## src/rtl/rpn_pkg.sv

```systemverilog
`default_nettype none

package rpn_pkg;

  localparam int STACK_DEPTH = 128;
  localparam int STK_AW      = $clog2(STACK_DEPTH);
  localparam int SP_W        = $clog2(STACK_DEPTH + 1);
  localparam int LIM_W       = (SP_W > 8) ? SP_W : 8;

  localparam logic [7:0] LIMIT_RESET = 8'd128;

  localparam int FIFO_DEPTH = 2;
  localparam int FIFO_AW    = (FIFO_DEPTH > 1) ? $clog2(FIFO_DEPTH) : 1;
  localparam int FIFO_CW    = $clog2(FIFO_DEPTH + 1);

  // iterative divider: 48-bit dividend (Q16.16 value shifted up), 32-bit divisor
  localparam int DIV_NW = 48;
  localparam int DIV_DW = 32;
  localparam int DIV_CW = $clog2(DIV_NW);

  typedef enum logic [2:0] {
    CMD_PUSH    = 3'd0,
    CMD_ADD     = 3'd1,
    CMD_SUB     = 3'd2,
    CMD_MUL     = 3'd3,
    CMD_DIV     = 3'd4,
    CMD_MOD     = 3'd5,
    CMD_PRINT   = 3'd6,
    CMD_UNKNOWN = 3'd7
  } rpn_cmd_e;

  typedef enum logic [2:0] {
    ST_OK      = 3'd0,
    ST_FULL    = 3'd1,
    ST_EMPTY   = 3'd2,
    ST_ZERO    = 3'd3,
    ST_OVF     = 3'd4,
    ST_UNKNOWN = 3'd5
  } rpn_status_e;

  typedef enum logic [3:0] {
    S_IDLE,
    S_POPB,
    S_GETB,
    S_POPA,
    S_GETA,
    S_EXEC,
    S_MULSAT,
    S_DIV,
    S_PUSH,
    S_DONE
  } rpn_state_e;

  typedef struct packed {
    rpn_cmd_e    cmd;
    logic        pops_one;
    logic        pops_two;
    logic [31:0] operand;
  } rpn_item_t;

  typedef struct packed {
    rpn_status_e status;
    logic        print_valid;
    logic [31:0] print_value;
    logic [7:0]  depth;
  } rpn_result_t;

endpackage

`default_nettype wire

```

## src/rtl/rpn_fifo.sv

```systemverilog
`default_nettype none

module rpn_fifo (
  input  wire logic               clk_i,
  input  wire logic               rst_ni,
  input  wire logic               push_i,
  input  wire rpn_pkg::rpn_item_t item_i,
  output      logic               full_o,
  input  wire logic               pop_i,
  output      logic               empty_o,
  output      rpn_pkg::rpn_item_t item_o
);
  import rpn_pkg::*;

  rpn_item_t            entry_q [FIFO_DEPTH];
  logic [FIFO_AW-1:0]   wr_ptr_q, wr_ptr_d;
  logic [FIFO_AW-1:0]   rd_ptr_q, rd_ptr_d;
  logic [FIFO_CW-1:0]   count_q, count_d;
  logic                 do_push, do_pop;

  assign full_o  = (count_q == FIFO_CW'(FIFO_DEPTH));
  assign empty_o = (count_q == '0);
  assign item_o  = entry_q[rd_ptr_q];
  assign do_push = push_i & ~full_o;
  assign do_pop  = pop_i & ~empty_o;

  always_comb begin
    wr_ptr_d = wr_ptr_q;
    rd_ptr_d = rd_ptr_q;
    count_d  = count_q;
    if (do_push) begin
      wr_ptr_d = (wr_ptr_q == FIFO_AW'(FIFO_DEPTH - 1)) ? '0 : wr_ptr_q + 1'b1;
    end
    if (do_pop) begin
      rd_ptr_d = (rd_ptr_q == FIFO_AW'(FIFO_DEPTH - 1)) ? '0 : rd_ptr_q + 1'b1;
    end
    case ({do_push, do_pop})
      2'b10:   count_d = count_q + 1'b1;
      2'b01:   count_d = count_q - 1'b1;
      default: count_d = count_q;
    endcase
  end

  always_ff @(posedge clk_i or negedge rst_ni) begin
    if (!rst_ni) begin
      wr_ptr_q <= '0;
      rd_ptr_q <= '0;
      count_q  <= '0;
    end else begin
      wr_ptr_q <= wr_ptr_d;
      rd_ptr_q <= rd_ptr_d;
      count_q  <= count_d;
    end
  end

  always_ff @(posedge clk_i) begin
    if (do_push) begin
      entry_q[wr_ptr_q] <= item_i;
    end
  end

endmodule

`default_nettype wire

```

## config.mk

```make
export PLATFORM = sky130hd
export DESIGN_NAME = rpn_fifo
export DESIGN_NICKNAME = d
export VERILOG_FILES = /design/src/rtl/rpn_pkg.sv /design/src/rtl/rpn_fifo.sv
export SDC_FILE = /design/constraint.sdc
export NUM_CORES = 1
export LEC_CHECK = 0
export BUFFER_PORTS_ARGS = -buffer_cell sky130_fd_sc_hd__buf_2
export CAP_MARGIN = 25
export CORE_MARGIN = 1
export CORE_UTILIZATION = 51
export DETAILED_ROUTE_END_ITERATION = 10
export PLACE_DENSITY = 0.78
export SLEW_MARGIN = 10
export SYNTH_ARGS = -nofsm -noshare
export SYNTH_HDL_FRONTEND = slang
export SYNTH_SLANG_ARGS = --single-unit
export TNS_END_PERCENT = 30
```

## constraint.sdc

```tcl
create_clock -name clk_i -period 3.5 [get_ports clk_i]
set_clock_uncertainty 0.1 [all_clocks]
set_input_delay 0.7 -clock clk_i [delete_from_list [all_inputs] [get_ports clk_i]]
set_output_delay 0.7 -clock clk_i [all_outputs]
set_load 0.03 [all_outputs]
```

==> After elaboration in Yosys (flattened, before gate mapping) <==
Memories as Yosys holds them, arrays and structs flattened.
Cells that the tools add are included.
{ "totals": {"regBits": 4, "mem_bits_rw": 74, "in_bits": 41, "output_inout_bits": 39, "wordCells": 22, "n_memories": 1} }
{ "mem_list": {"columns": ["name", "words", "width", "read_ports", "rd_ports_with_merged_regs", "write_ports", "line", "rtl"], "rows": [
  ["entry_q", 2, 37, 1, 0, 1, "rpn_fifo.sv:15", "rpn_item_t entry_q [FIFO_DEPTH];"]
]} }
{ "op_classes": {"add_sub_neg": 4, "eq_ne": 3, "n_mux": 5, "bitwise_logic": 4, "reduce_logical": 2} }
{ "op_table": {"columns": ["operator", "n"], "rows": [
  ["equality test 2 bit, second input constant", 2],
  ["two-way mux 1 bit", 4],
  ["case mux 2 bit (2 select lines)", 1],
  ["adder 1 bit, second input constant", 2],
  ["adder 2 x 1 -> 2 bit, second input constant", 1],
  ["bitwise AND 1 bit", 2],
  ["equality test 2 x 1 -> 1 bit, second input constant", 1],
  ["zero test 2 bit", 1],
  ["NOT 1 bit", 2],
  ["nonzero test 2 bit", 1],
  ["subtractor 2 x 1 -> 2 bit, second input constant", 1]
]} }

==> Longest topological paths before layout <==
Gate-level depths: netlist of run 1.
{ "depth": {"depth_word": 5, "ltp_mapped": 6, "ltp_nobuf": 6} }

==> Worst setup path before layout of run 1 <==
No wires, ideal clock.
{ "synth_path": {"path_type": "input port to flip-flop", "start": "input push_i", "end": "memory entry_q[0][0] (netlist name) (enable)", "setup_time_ps": 431, "arrival_ps": 2355, "t_required_ps": 2969, "path_slack_ps": 613, "stages": 2, "path_buffers": 0, "cell_sequence": "nand2_1 -> nor2_1"} }
{ "synth_between": {"elab_chain_len": 3} }
{ "synth_rtl": {"columns": ["item", "line", "rtl"], "rows": [
  ["from (decl)", "rpn_fifo.sv:6", "input wire logic push_i,"],
  ["bitwise AND 1 bit", "rpn_fifo.sv:24", "assign do_push = push_i & ~full_o;"],
  ["two-way mux 1 bit", "rpn_fifo.sv:57", "if (do_push) begin"],
  ["two-way mux 1 bit (implied by the code)", "rpn_fifo.sv:58", "entry_q[wr_ptr_q] <= item_i;"],
  ["to (decl)", "rpn_fifo.sv:15", null]
]} }
No other way between the ends.

==> flow_metrics.env, run 1 <==
export IMPL_placed_area_sq_um=3428
export IMPL_cp_data_required_time_ps=2700
export IMPL_drt_iter0_drc=52
export IMPL_fmax_ghz=0.3686
export IMPL_grt_max_degree=38
export IMPL_peakVddDrop_mv=0.5182
export IMPL_startpoint_type="flip-flop"
export IMPL_wl_met2_um=2309
export IMPL_antenna_found_initial=0
export IMPL_clk_latency_ps=330
export IMPL_holdWs_ps=61.13
export IMPL_cts_setup_buffers=0
export IMPL_cts_max_level=3
export IMPL_track_usage_pct=16.02
export IMPL_cts_hold_buf=0
export IMPL_stdcell_area_sq_um=3656
export IMPL_yosysWarnings=0
export IMPL_slew_headroom_pct=41.54
export IMPL_worstSetupPathType="flip-flop to output port"
export IMPL_p_sw_w=0.001186
export IMPL_rsz0062_at_grt="no"
export IMPL_p_leak_nw=1.458
export IMPL_path_depth=3
export IMPL_crit_family="flip-flops"
export IMPL_io_pins=80
export IMPL_crit_path_end_kind="output port"
export IMPL_fin_crit_sh_pct=77.52
export IMPL_vias_per_cell=4.853
export IMPL_finalHoldViolCount=0
export IMPL_coreArea_sq_um=5540
export IMPL_vias=1451
export IMPL_maxCapViolCount=0
export IMPL_cpMaxStageDelayCell="dfrtp_2"
export IMPL_synth_seq_cells=78
export IMPL_initial_core_util_pct=53.23
export IMPL_path_cells="buf_4 > mux2_2 > buf_2"
export IMPL_antenna_cells=0
export IMPL_crit_fanout=19
export IMPL_seq_power_share_pct=41.5
export IMPL_grt_overflow=0
export IMPL_numPortBuffers=79
export IMPL_run_status="finished clean"
export IMPL_crit_buf_inv=2
export IMPL_hold_class="primary input to asynchronous set/reset pin"
export IMPL_area_growth_pct=23.97
export IMPL_slowest_delay_ps=680
export IMPL_syn_inst=133
export IMPL_p_comb_share_pct=36.5
export IMPL_die_area_sq_um=6090
export IMPL_clk_pin_slew_ps=80
export IMPL_intPower_w=0.002171
export IMPL_wl_met3_um=224
export IMPL_syn_num_nets=175
export IMPL_tightest_slew_ps=876.9
export IMPL_p_clk_share_pct=21.9
export IMPL_cts_tree="yes"
export IMPL_fin_setup_tns_ps=0
export IMPL_finalMaxSlewViolations=0
export IMPL_dieWidth_um=78.04
export IMPL_clockBufferDepth=2
export IMPL_fin_nets=264
export IMPL_dpl_hpwl_um=3058
export IMPL_period_minus_slack_ps=2713
export IMPL_row_count=27
export IMPL_ant_nets=0
export IMPL_die_y_um=78.04
export IMPL_power_density_nw_per_um2=918.2
export IMPL_met1Wirelength_um=1868
export IMPL_grt_pass1_vias=1454
export IMPL_drive_gt1_share_pct=61.23
export IMPL_grt_pass1_wl_um=6996
export IMPL_cts_resized=0
export IMPL_cts_sinks=78
export IMPL_cts_buffers=9
export IMPL_drc=0
export IMPL_wire_per_inst_um=14.87
export IMPL_clock_root_buffer="clkbuf_8"
export IMPL_synth_seq_area_share_pct=78.74
export IMPL_top_layer="met4"
export IMPL_finalSetupViolCount=0
export IMPL_avgSynthCellArea_sq_um=22.17
export IMPL_r2r_cells=4
export IMPL_synth_cell_types=15
export IMPL_arrival_ps=1910
export IMPL_sw_frac_of_total_pct=35.31
export IMPL_firstDrtPassIters=4
export IMPL_place_congestion=0.6444
export IMPL_netlist_area_sq_um=2949
export IMPL_routed_wl_um=4447
## Yosys cell counts, drive strengths merged
library cell	count	area share, %
edfxtp	74	75
mux2	37	17
buf	4	1.3
dfrtp	4	3.4
nor2	3	0.38
xnor2	3	0.89
xor2	2	0.59
and3	1	0.21
ha	1	0.42
inv	1	0.13
nand2	1	0.13
nand2b	1	0.21
nor2b	1	0.30
## state kept, by name, indices dropped and copies added, names as in the netlist
register,cells
count_q,2
rd_ptr_q,1
wr_ptr_q,1
entry_q,74
## cell type report
class | count | area [sq um]
Inverter | 1 | 3.754
Multi-Input combinational cell | 50 | 593.1
Clock buffer | 9 | 123.9
Sequential cell | 78 | 2323
Timing Repair Buffer | 82 | 417.9
Clock inverter | 7 | 103.9
Tap cell | 72 | 90.09
Fill cell | 410 | 1884
## worst reg2reg max path, stage by stage, from the launching register on
cell and delay [ps]:
dfrtp_1 430, nand2b_1 170, nand2_1 150, nor2_4 370, buf_4 400
## cell families after synthesis
kind of cell / synth area share (%)
DFF: 78.74
muxes: 16.67
and+or+nand+nor: 1.231
xor gates and xnor gates: 1.485
buffers and inverters: 1.442
adders and majority gates: 0.4242
## path summary, 6_finish.rpt
path	startpoint	endpoint	slack, ps
setup / recovery	rd_ptr_q	item_o[16]	790
min in group clk_i	count_q[1]	count_q[1]	410
hold / removal	rst_ni	count_q[1]	60
setup reg to reg	count_q[0]	entry_q[0][31]	1550
hold reg to reg	count_q[1]	count_q[1]	410
max in group asynchronous	rst_ni	rd_ptr_q	3100
## metrics by stage
stage	cells	setup WS (ps)	util, %	total power [W]
detailed placement	283	1119	61.88	0.002657
global route	299	674.5	65.99	0.003512
global placement	283	1141	61.88	0.002633
floorplan	133	613.5	-	0.002365
CTS	299	737.3	65.99	0.003396
finish	299	786.7	65.99	0.003357
## cells in the final DEF, fill, tap and decap left out
master and count:
ha_1 1, nor2_1 2, xor2_1 2, edfxtp_1 74
and3_2 1, nor2_4 1, buf_2 79, clkinv_4 2
mux2_2 17, xnor2_1 3, dfrtp_1 3, mux2_4 20
buf_4 3, nand2b_1 1, dfrtp_2 1, inv_6 3
clkbuf_8 9, nor2b_2 1, inv_1 1, nand2_1 1
bufinv_16 2
## power groups by stage
stage               Combinational, W  Sequential, W  Clock [W]
global placement             0.00122        0.00141          0
finish                       0.00123        0.00139   0.000737
CTS                          0.00124        0.00140   0.000757
global route                 0.00129        0.00142   0.000797
floorplan                    0.00101        0.00135          0
detailed placement           0.00124        0.00142          0
## layer usage
layer / GRT usage [%] / vias up
li1: - / 694
met1: 19.55 / 703
met2: 26.84 / 50
met3: 3.488 / 4
met4: 8.333 / 0
met5: 0 / -
(Power assumes the default switching activity.)
==> run 2, diff against run 1 <==
--- a/config.mk
+++ b/config.mk
@@ -5,12 +5,13 @@
 export SDC_FILE = /design/constraint.sdc
 export NUM_CORES = 1
 export LEC_CHECK = 0
+export ABC_AREA = 1
 export BUFFER_PORTS_ARGS = -buffer_cell sky130_fd_sc_hd__buf_2
 export CAP_MARGIN = 25
 export CORE_MARGIN = 1
-export CORE_UTILIZATION = 51
+export CORE_UTILIZATION = 46
 export DETAILED_ROUTE_END_ITERATION = 10
-export PLACE_DENSITY = 0.78
+export PLACE_DENSITY = 0.74
 export SLEW_MARGIN = 10
 export SYNTH_ARGS = -nofsm -noshare
 export SYNTH_HDL_FRONTEND = slang
==> constraint.sdc (replaced) <==
create_clock -name clk_i -period 2.3 [get_ports clk_i]
set_clock_uncertainty 0.1 [all_clocks]
set_input_delay 0.46 -clock clk_i [delete_from_list [all_inputs] [get_ports clk_i]]
set_output_delay 0.46 -clock clk_i [all_outputs]
set_load 0.03 [all_outputs]
==> run 2 against run 1 <==
Power increased by 49%; critical path depth is 2 higher; final cell count increased by 31%; synthesized cell count up 70%; highest routed layer unchanged.
==> flow_metrics.env, run 2 <==
export IMPL_track_usage_pct=15.61
export IMPL_die_area_sq_um=6713
export IMPL_p_leak_nw=1.607
export IMPL_vias_per_cell=4.532
export IMPL_crit_family="buffers and inverters"
export IMPL_io_pins=80
export IMPL_cpMaxStageDelayCell="dfrtp_1"
export IMPL_die_y_um=81.93
export IMPL_yosysTopAreaCell="edfxtp_1"
export IMPL_slowest_delay_ps=390
export IMPL_coreArea_sq_um=6026
export IMPL_antenna_cells=0
export IMPL_syn_inst=226
export IMPL_place_ws_ps=587.1
export IMPL_clockBufferDepth=2
export IMPL_fin_nets=356
export IMPL_cts_tree="yes"
export IMPL_crit_top_cell="nand2_1"
export IMPL_slew_headroom_pct=73.82
export IMPL_cts_setup_buffers=0
export IMPL_crit_fanout=22
export IMPL_finalMaxSlewViolations=0
export IMPL_synth_most_common_cell="nand2_1"
export IMPL_grt_max_degree=39
export IMPL_synth_seq_area_share_pct=79.01
export IMPL_avgSynthCellArea_sq_um=13.00
export IMPL_dpl_hpwl_um=3113
export IMPL_area_growth_pct=23.07
export IMPL_grt_pass1_wl_um=7396
export IMPL_startpoint_type="flip-flop"
export IMPL_synth_flop_cell="edfxtp_1"
export IMPL_finalHoldViolCount=0
export IMPL_syn_num_nets=268
export IMPL_cts_buffers=9
export IMPL_initial_core_util_pct=48.77
export IMPL_fin_ws_ps=244.8
export IMPL_run_status="finished clean"
export IMPL_routed_wl_um=4663
export IMPL_vias=1781
export IMPL_synth_cell_types=14
export IMPL_dieWidth_um=81.93
export IMPL_grt_overflow=0
export IMPL_fin_setup_tns_ps=0
export IMPL_grt_pass1_vias=1638
export IMPL_firstDrtPassIters=4
export IMPL_regMostFlops="entry_q"
export IMPL_synthTopCellsByCount="nand2_1, edfxtp_1, inv_1, buf_6, dfrtp_1"
export IMPL_synth_top_cell_area_share_pct=75.61
export IMPL_row_count=28
export IMPL_final_cell_mix="nand2_1, buf_2, edfxtp_1"
export IMPL_crit_path_end_kind="output port"
export IMPL_largest_reg_flops=74
export IMPL_synthArstFlopShare_pct=5.128
export IMPL_place_congestion=0.7852
export IMPL_drt_iter0_drc=82
export IMPL_synth_seq_cells=78
export IMPL_drive_gt1_share_pct=31.13
export IMPL_yosys_top_cells_area="edfxtp_1, nand2_1, dfrtp_1, buf_6, inv_1"
export IMPL_maxCapViolCount=0
export IMPL_rsz0062_at_grt="no"
export IMPL_stdcell_area_sq_um=3617
export IMPL_ant_nets=0
export IMPL_crit_buf_inv=3
export IMPL_cp_data_required_time_ps=1740
export IMPL_clk_latency_ps=330
export IMPL_clock_root_buffer="clkbuf_8"
export IMPL_final_common_cell="nand2_1"
export IMPL_worstSetupPathType="flip-flop to output port"
export IMPL_netlist_area_sq_um=2939
export IMPL_tightest_slew_ps=392.8
export IMPL_path_cells="inv_2 > buf_12 > nand2_1 > nand2_1 > buf_2"
export IMPL_drc=0
export IMPL_wire_per_inst_um=11.87
export IMPL_placed_area_sq_um=3428
export IMPL_peakVddDrop_mv=0.7862
export IMPL_antenna_found_initial=0
export IMPL_arrival_ps=1500
export IMPL_numPortBuffers=79
export IMPL_fin_crit_sh_pct=89.36
export IMPL_fmax_ghz=0.4866
export IMPL_clk_pin_slew_ps=80
export IMPL_yosysWarnings=0
export IMPL_cts_sinks=78
export IMPL_biggestRegsByFlops="entry_q x74, count_q x2"
export IMPL_finalSetupViolCount=0
export IMPL_cts_max_level=3
export IMPL_period_minus_slack_ps=2055
export IMPL_synth_edf_count=74
export IMPL_hold_class="primary input to flip-flop"
export IMPL_power_density_nw_per_um2=1385
export IMPL_power_total_w=0.005009
run 2: cell types whose count changed after synthesis, sizes merged, moves of 2 or more:
| cell | before | now |
|---|---|---|
| nand2 | 1 | 121 |
| mux2 | 37 | 0 |
| inv | 1 | 10 |
| buf | 4 | 8 |
| nand3 | 0 | 3 |
| xnor2 | 3 | 1 |
| xor2 | 2 | 0 |
run 2: cell type report:
cell class / count / area, sq um
repair buffers: 85 / 467.9
clock buffers: 10 / 127.6
clock inverters: 5 / 51.30
fillers: 480 / 2409
well taps: 75 / 93.84
inverters: 10 / 37.54
flip-flops and latches: 78 / 2322
multi-input cells: 130 / 516.7
run 2: kinds of logic (layout without fill, tap and decap cells):
kind of cell | Yosys count | in the layout | synth area share [%]
simple gates | 127 | 127 | 16.43
flops | 78 | 78 | 79.01
buf+inv | 18 | 110 | 3.661
fa+ha+maj | 1 | 1 | 0.4256
compound gates | 1 | 1 | 0.1701
xor+xnor | 1 | 1 | 0.2981
run 2: worst paths after layout:
kind,to,cells past startpoint,startpoint,slack [ps]
setup / recovery,item_o[16],5,rd_ptr_q,240
hold / removal,entry_q[1][22],1,item_i[22],210
max in group asynchronous,wr_ptr_q,2,rst_ni,1600
min in group asynchronous,count_q[0],2,rst_ni,360
hold reg to reg,count_q[1],2,count_q[1],380
setup reg to reg,count_q[1],6,count_q[0],710
run 2: repair_timing:
item,in CTS,in global routing
hold buffers,1,0
hold endpoints to repair,4,0
resized for setup,0,0
run 2: through the flow:
stage,cells,hold slack (ps),utilization (%)
floorplan,226,64.41,-
global placement,377,175.9,56.89
detailed placement,377,176.6,56.89
CTS,393,199.5,60.03
global route,393,199.0,60.03
finish,393,213.0,60.03
run 2: worst register-to-register path, delay by kind of cell, from the launching register on:
family	cells	cell delay (ps)
DFF	1	440
buffers and inverters	1	80
AOI/OAI and AO/OA	1	350
and+or+nand+nor	3	190
adders and majority gates	1	320
run 2: where the power goes:
| group | switching, W | internal (W) | leakage, nW |
|---|---|---|---|
| sequential | 0.0000851 | 0.00194 | 0.737 |
| combinational | 0.00151 | 0.000551 | 0.779 |
| clock | 0.000436 | 0.000488 | 0.0912 |
run 2: layer usage:
layer,vias up,track usage (%),part of all wire (%),wire (um)
met5,-,0,0,0
met4,0,9.474,2.5,118
met3,9,3.667,5.0,234
met2,52,26.12,50,2317
met1,794,18.15,43,1993
li1,926,-,-,-
==> run 3, diff against run 2 <==
--- a/config.mk
+++ b/config.mk
@@ -9,9 +9,10 @@
 export BUFFER_PORTS_ARGS = -buffer_cell sky130_fd_sc_hd__buf_2
 export CAP_MARGIN = 25
 export CORE_MARGIN = 1
-export CORE_UTILIZATION = 46
+export CORE_UTILIZATION = 49
+export CTS_BUF_LIST = sky130_fd_sc_hd__clkbuf_2 sky130_fd_sc_hd__clkbuf_4 sky130_fd_sc_hd__clkbuf_8
 export DETAILED_ROUTE_END_ITERATION = 10
-export PLACE_DENSITY = 0.74
+export PLACE_DENSITY = 0.78
 export SLEW_MARGIN = 10
 export SYNTH_ARGS = -nofsm -noshare
 export SYNTH_HDL_FRONTEND = slang
==> run 3 against run 2 <==
Setup slack worse by 73 ps; highest routed layer unchanged; register-to-register slack worse by 300 ps; largest power group unchanged; non-clock buffer count down 1; largest cell class unchanged; first-iteration DRC count down 21%; critical path depth down 1; critical path type unchanged.
==> flow_metrics.env, run 3 (synthesized netlist as in run 2, its figures left out) <==
export IMPL_cts_tree="yes"
export IMPL_reg2reg_slack_ps=410
export IMPL_finalSetupViolCount=0
export IMPL_holdWs_ps=217.4
export IMPL_rsz0062_at_grt="no"
export IMPL_crit_start="rd_ptr_q"
export IMPL_cts_setup_buffers=0
export IMPL_track_usage_pct=15.79
export IMPL_power_density_nw_per_um2=1390
export IMPL_fin_setup_tns_ps=0
export IMPL_final_cell_mix="nand2_1, buf_2, edfxtp_1"
export IMPL_routed_wl_um=4727
export IMPL_dieWidth_um=79.45
export IMPL_grt_overflow=0
export IMPL_tightest_slew_ps=546.7
export IMPL_fill_cells=462
export IMPL_vias_per_cell=4.623
export IMPL_crit_fanout=38
export IMPL_coreArea_sq_um=5642
export IMPL_p_leak_nw=1.604
export IMPL_cp_data_required_time_ps=1740
export IMPL_antenna_cells=0
export IMPL_peakVddDrop_mv=0.6933
export IMPL_finalHoldViolCount=0
export IMPL_biggestRegsByFlops="entry_q x74, count_q x2"
export IMPL_crit_path_end_kind="output port"
export IMPL_firstDrtPassIters=4
export IMPL_rr_startpoint="count_q[0]"
export IMPL_grt_pass1_wl_um=7169
export IMPL_path_cells="clkinv_2 > nand2_1 > nand2_1 > buf_2"
export IMPL_fmax_ghz=0.4699
export IMPL_maxCapViolCount=0
export IMPL_worstSetupPathType="flip-flop to output port"
export IMPL_initial_core_util_pct=52.10
export IMPL_period_minus_slack_ps=2128
export IMPL_slew_headroom_pct=63.33
export IMPL_die_area_sq_um=6312
export IMPL_regMostFlops="entry_q"
export IMPL_grt_pass1_vias=1624
export IMPL_die_y_um=79.45
export IMPL_row_count=27
export IMPL_wire_per_inst_um=12.12
export IMPL_largest_reg_flops=74
export IMPL_clockBufferDepth=2
export IMPL_cpMaxStageDelayCell="clkinv_2"
export IMPL_worstHoldStart="item_i[23]"
export IMPL_drt_iter0_drc=65
export IMPL_arrival_ps=1570
export IMPL_place_congestion=0.8224
export IMPL_power_total_w=0.005002
export IMPL_clk_pin_slew_ps=70
export IMPL_numPortBuffers=79
export IMPL_clk_latency_ps=320
export IMPL_startpoint_type="flip-flop"
export IMPL_fin_nets=355
export IMPL_grt_max_degree=39
export IMPL_area_growth_pct=22.48
export IMPL_antenna_found_initial=0
export IMPL_cts_sinks=78
export IMPL_dpl_hpwl_um=3106
export IMPL_run_status="finished clean"
export IMPL_crit_top_cell="nand2_1"
export IMPL_crit_buf_inv=2
export IMPL_finalMaxSlewViolations=0
export IMPL_cts_buffers=9
export IMPL_drive_gt1_share_pct=31.45
export IMPL_vias=1803
export IMPL_ant_nets=0
export IMPL_crit_family="buffers and inverters"
export IMPL_io_pins=80
export IMPL_drc=0
export IMPL_fin_crit_sh_pct=92.53
export IMPL_hold_class="primary input to flip-flop"
export IMPL_final_common_cell="nand2_1"
export IMPL_slowest_delay_ps=410
export IMPL_clock_root_buffer="clkbuf_8"
export IMPL_cts_max_level=3
==> run 3: cell count changes in the layout (fill, tap and decap cells not counted) <==
cell / previous run / this run
buf_12: 2 / 1
clkinv_2: 1 / 4
clkinv_4: 1 / 0
clkbuf_1: 1 / 0
inv_2: 2 / 1
clkbuf_4: 0 / 1
==> run 3: stage by stage <==
stage	worst slack, ps	area [sq um]	std cells	util, %
finish	171.9	3600	390	63.81
global route	24.82	3600	390	63.81
CTS	109.3	3598	390	63.78
detailed placement	387.6	3405	373	60.35
global placement	427.6	3405	373	60.35
floorplan	257.5	2942	226	-
==> run 3: layer usage <==
layer | vias to the layer above | routed length [um] | track usage, %
met5 | - | 0 | 0
met4 | 0 | 114 | 10.36
met3 | 9 | 229 | 3.086
met2 | 57 | 2435 | 27.09
met1 | 812 | 1947 | 17.87
li1 | 925 | - | -
==> run 3: worst paths after layout <==
check / end / cells past startpoint
hold / removal: entry_q[0][23] / 1
hold reg to reg: wr_ptr_q / 2
max in group asynchronous: rd_ptr_q / 2
setup / recovery: item_o[4] / 4
min in group asynchronous: wr_ptr_q / 2
setup reg to reg: entry_q[0][36] / 5
==> run 3: final cells by class <==
| type | count | area (sq um) | share of cell area (%) |
|---|---|---|---|
| inverters | 10 | 38.79 | 1.078 |
| flip-flops and latches | 78 | 2322 | 64.51 |
| multi-input cells | 130 | 516.7 | 14.36 |
| well taps | 72 | 90.09 | 2.503 |
| clock buffers | 10 | 131.4 | 3.650 |
| clock inverters | 6 | 52.55 | 1.460 |
| repair buffers | 84 | 447.9 | 12.44 |
==> run 3: timing repair <==
action / in CTS / in global routing
hold buffers: 1 / 0
resized for setup: 0 / 1
hold endpoints to repair: 4 / 0
endpoints found under the setup margin: 0 / 4
==> run 3: worst reg2reg max path: cells and delay by family, from the launching register on <==
kind,cells,cell delay (ps)
buffers and inverters,3,870
AND/OR/NAND/NOR,2,230
flip-flops,1,440
==> run 3: power breakdown <==
group	switching (W)	internal, W	total, W	leakage (nW)
Clock	0.000440	0.000501	0.000941	0.0983
Sequential	0.0000847	0.00194	0.00202	0.737
Combinational	0.00152	0.000520	0.00204	0.770
Total	0.00204	0.00296	0.00500	1.60
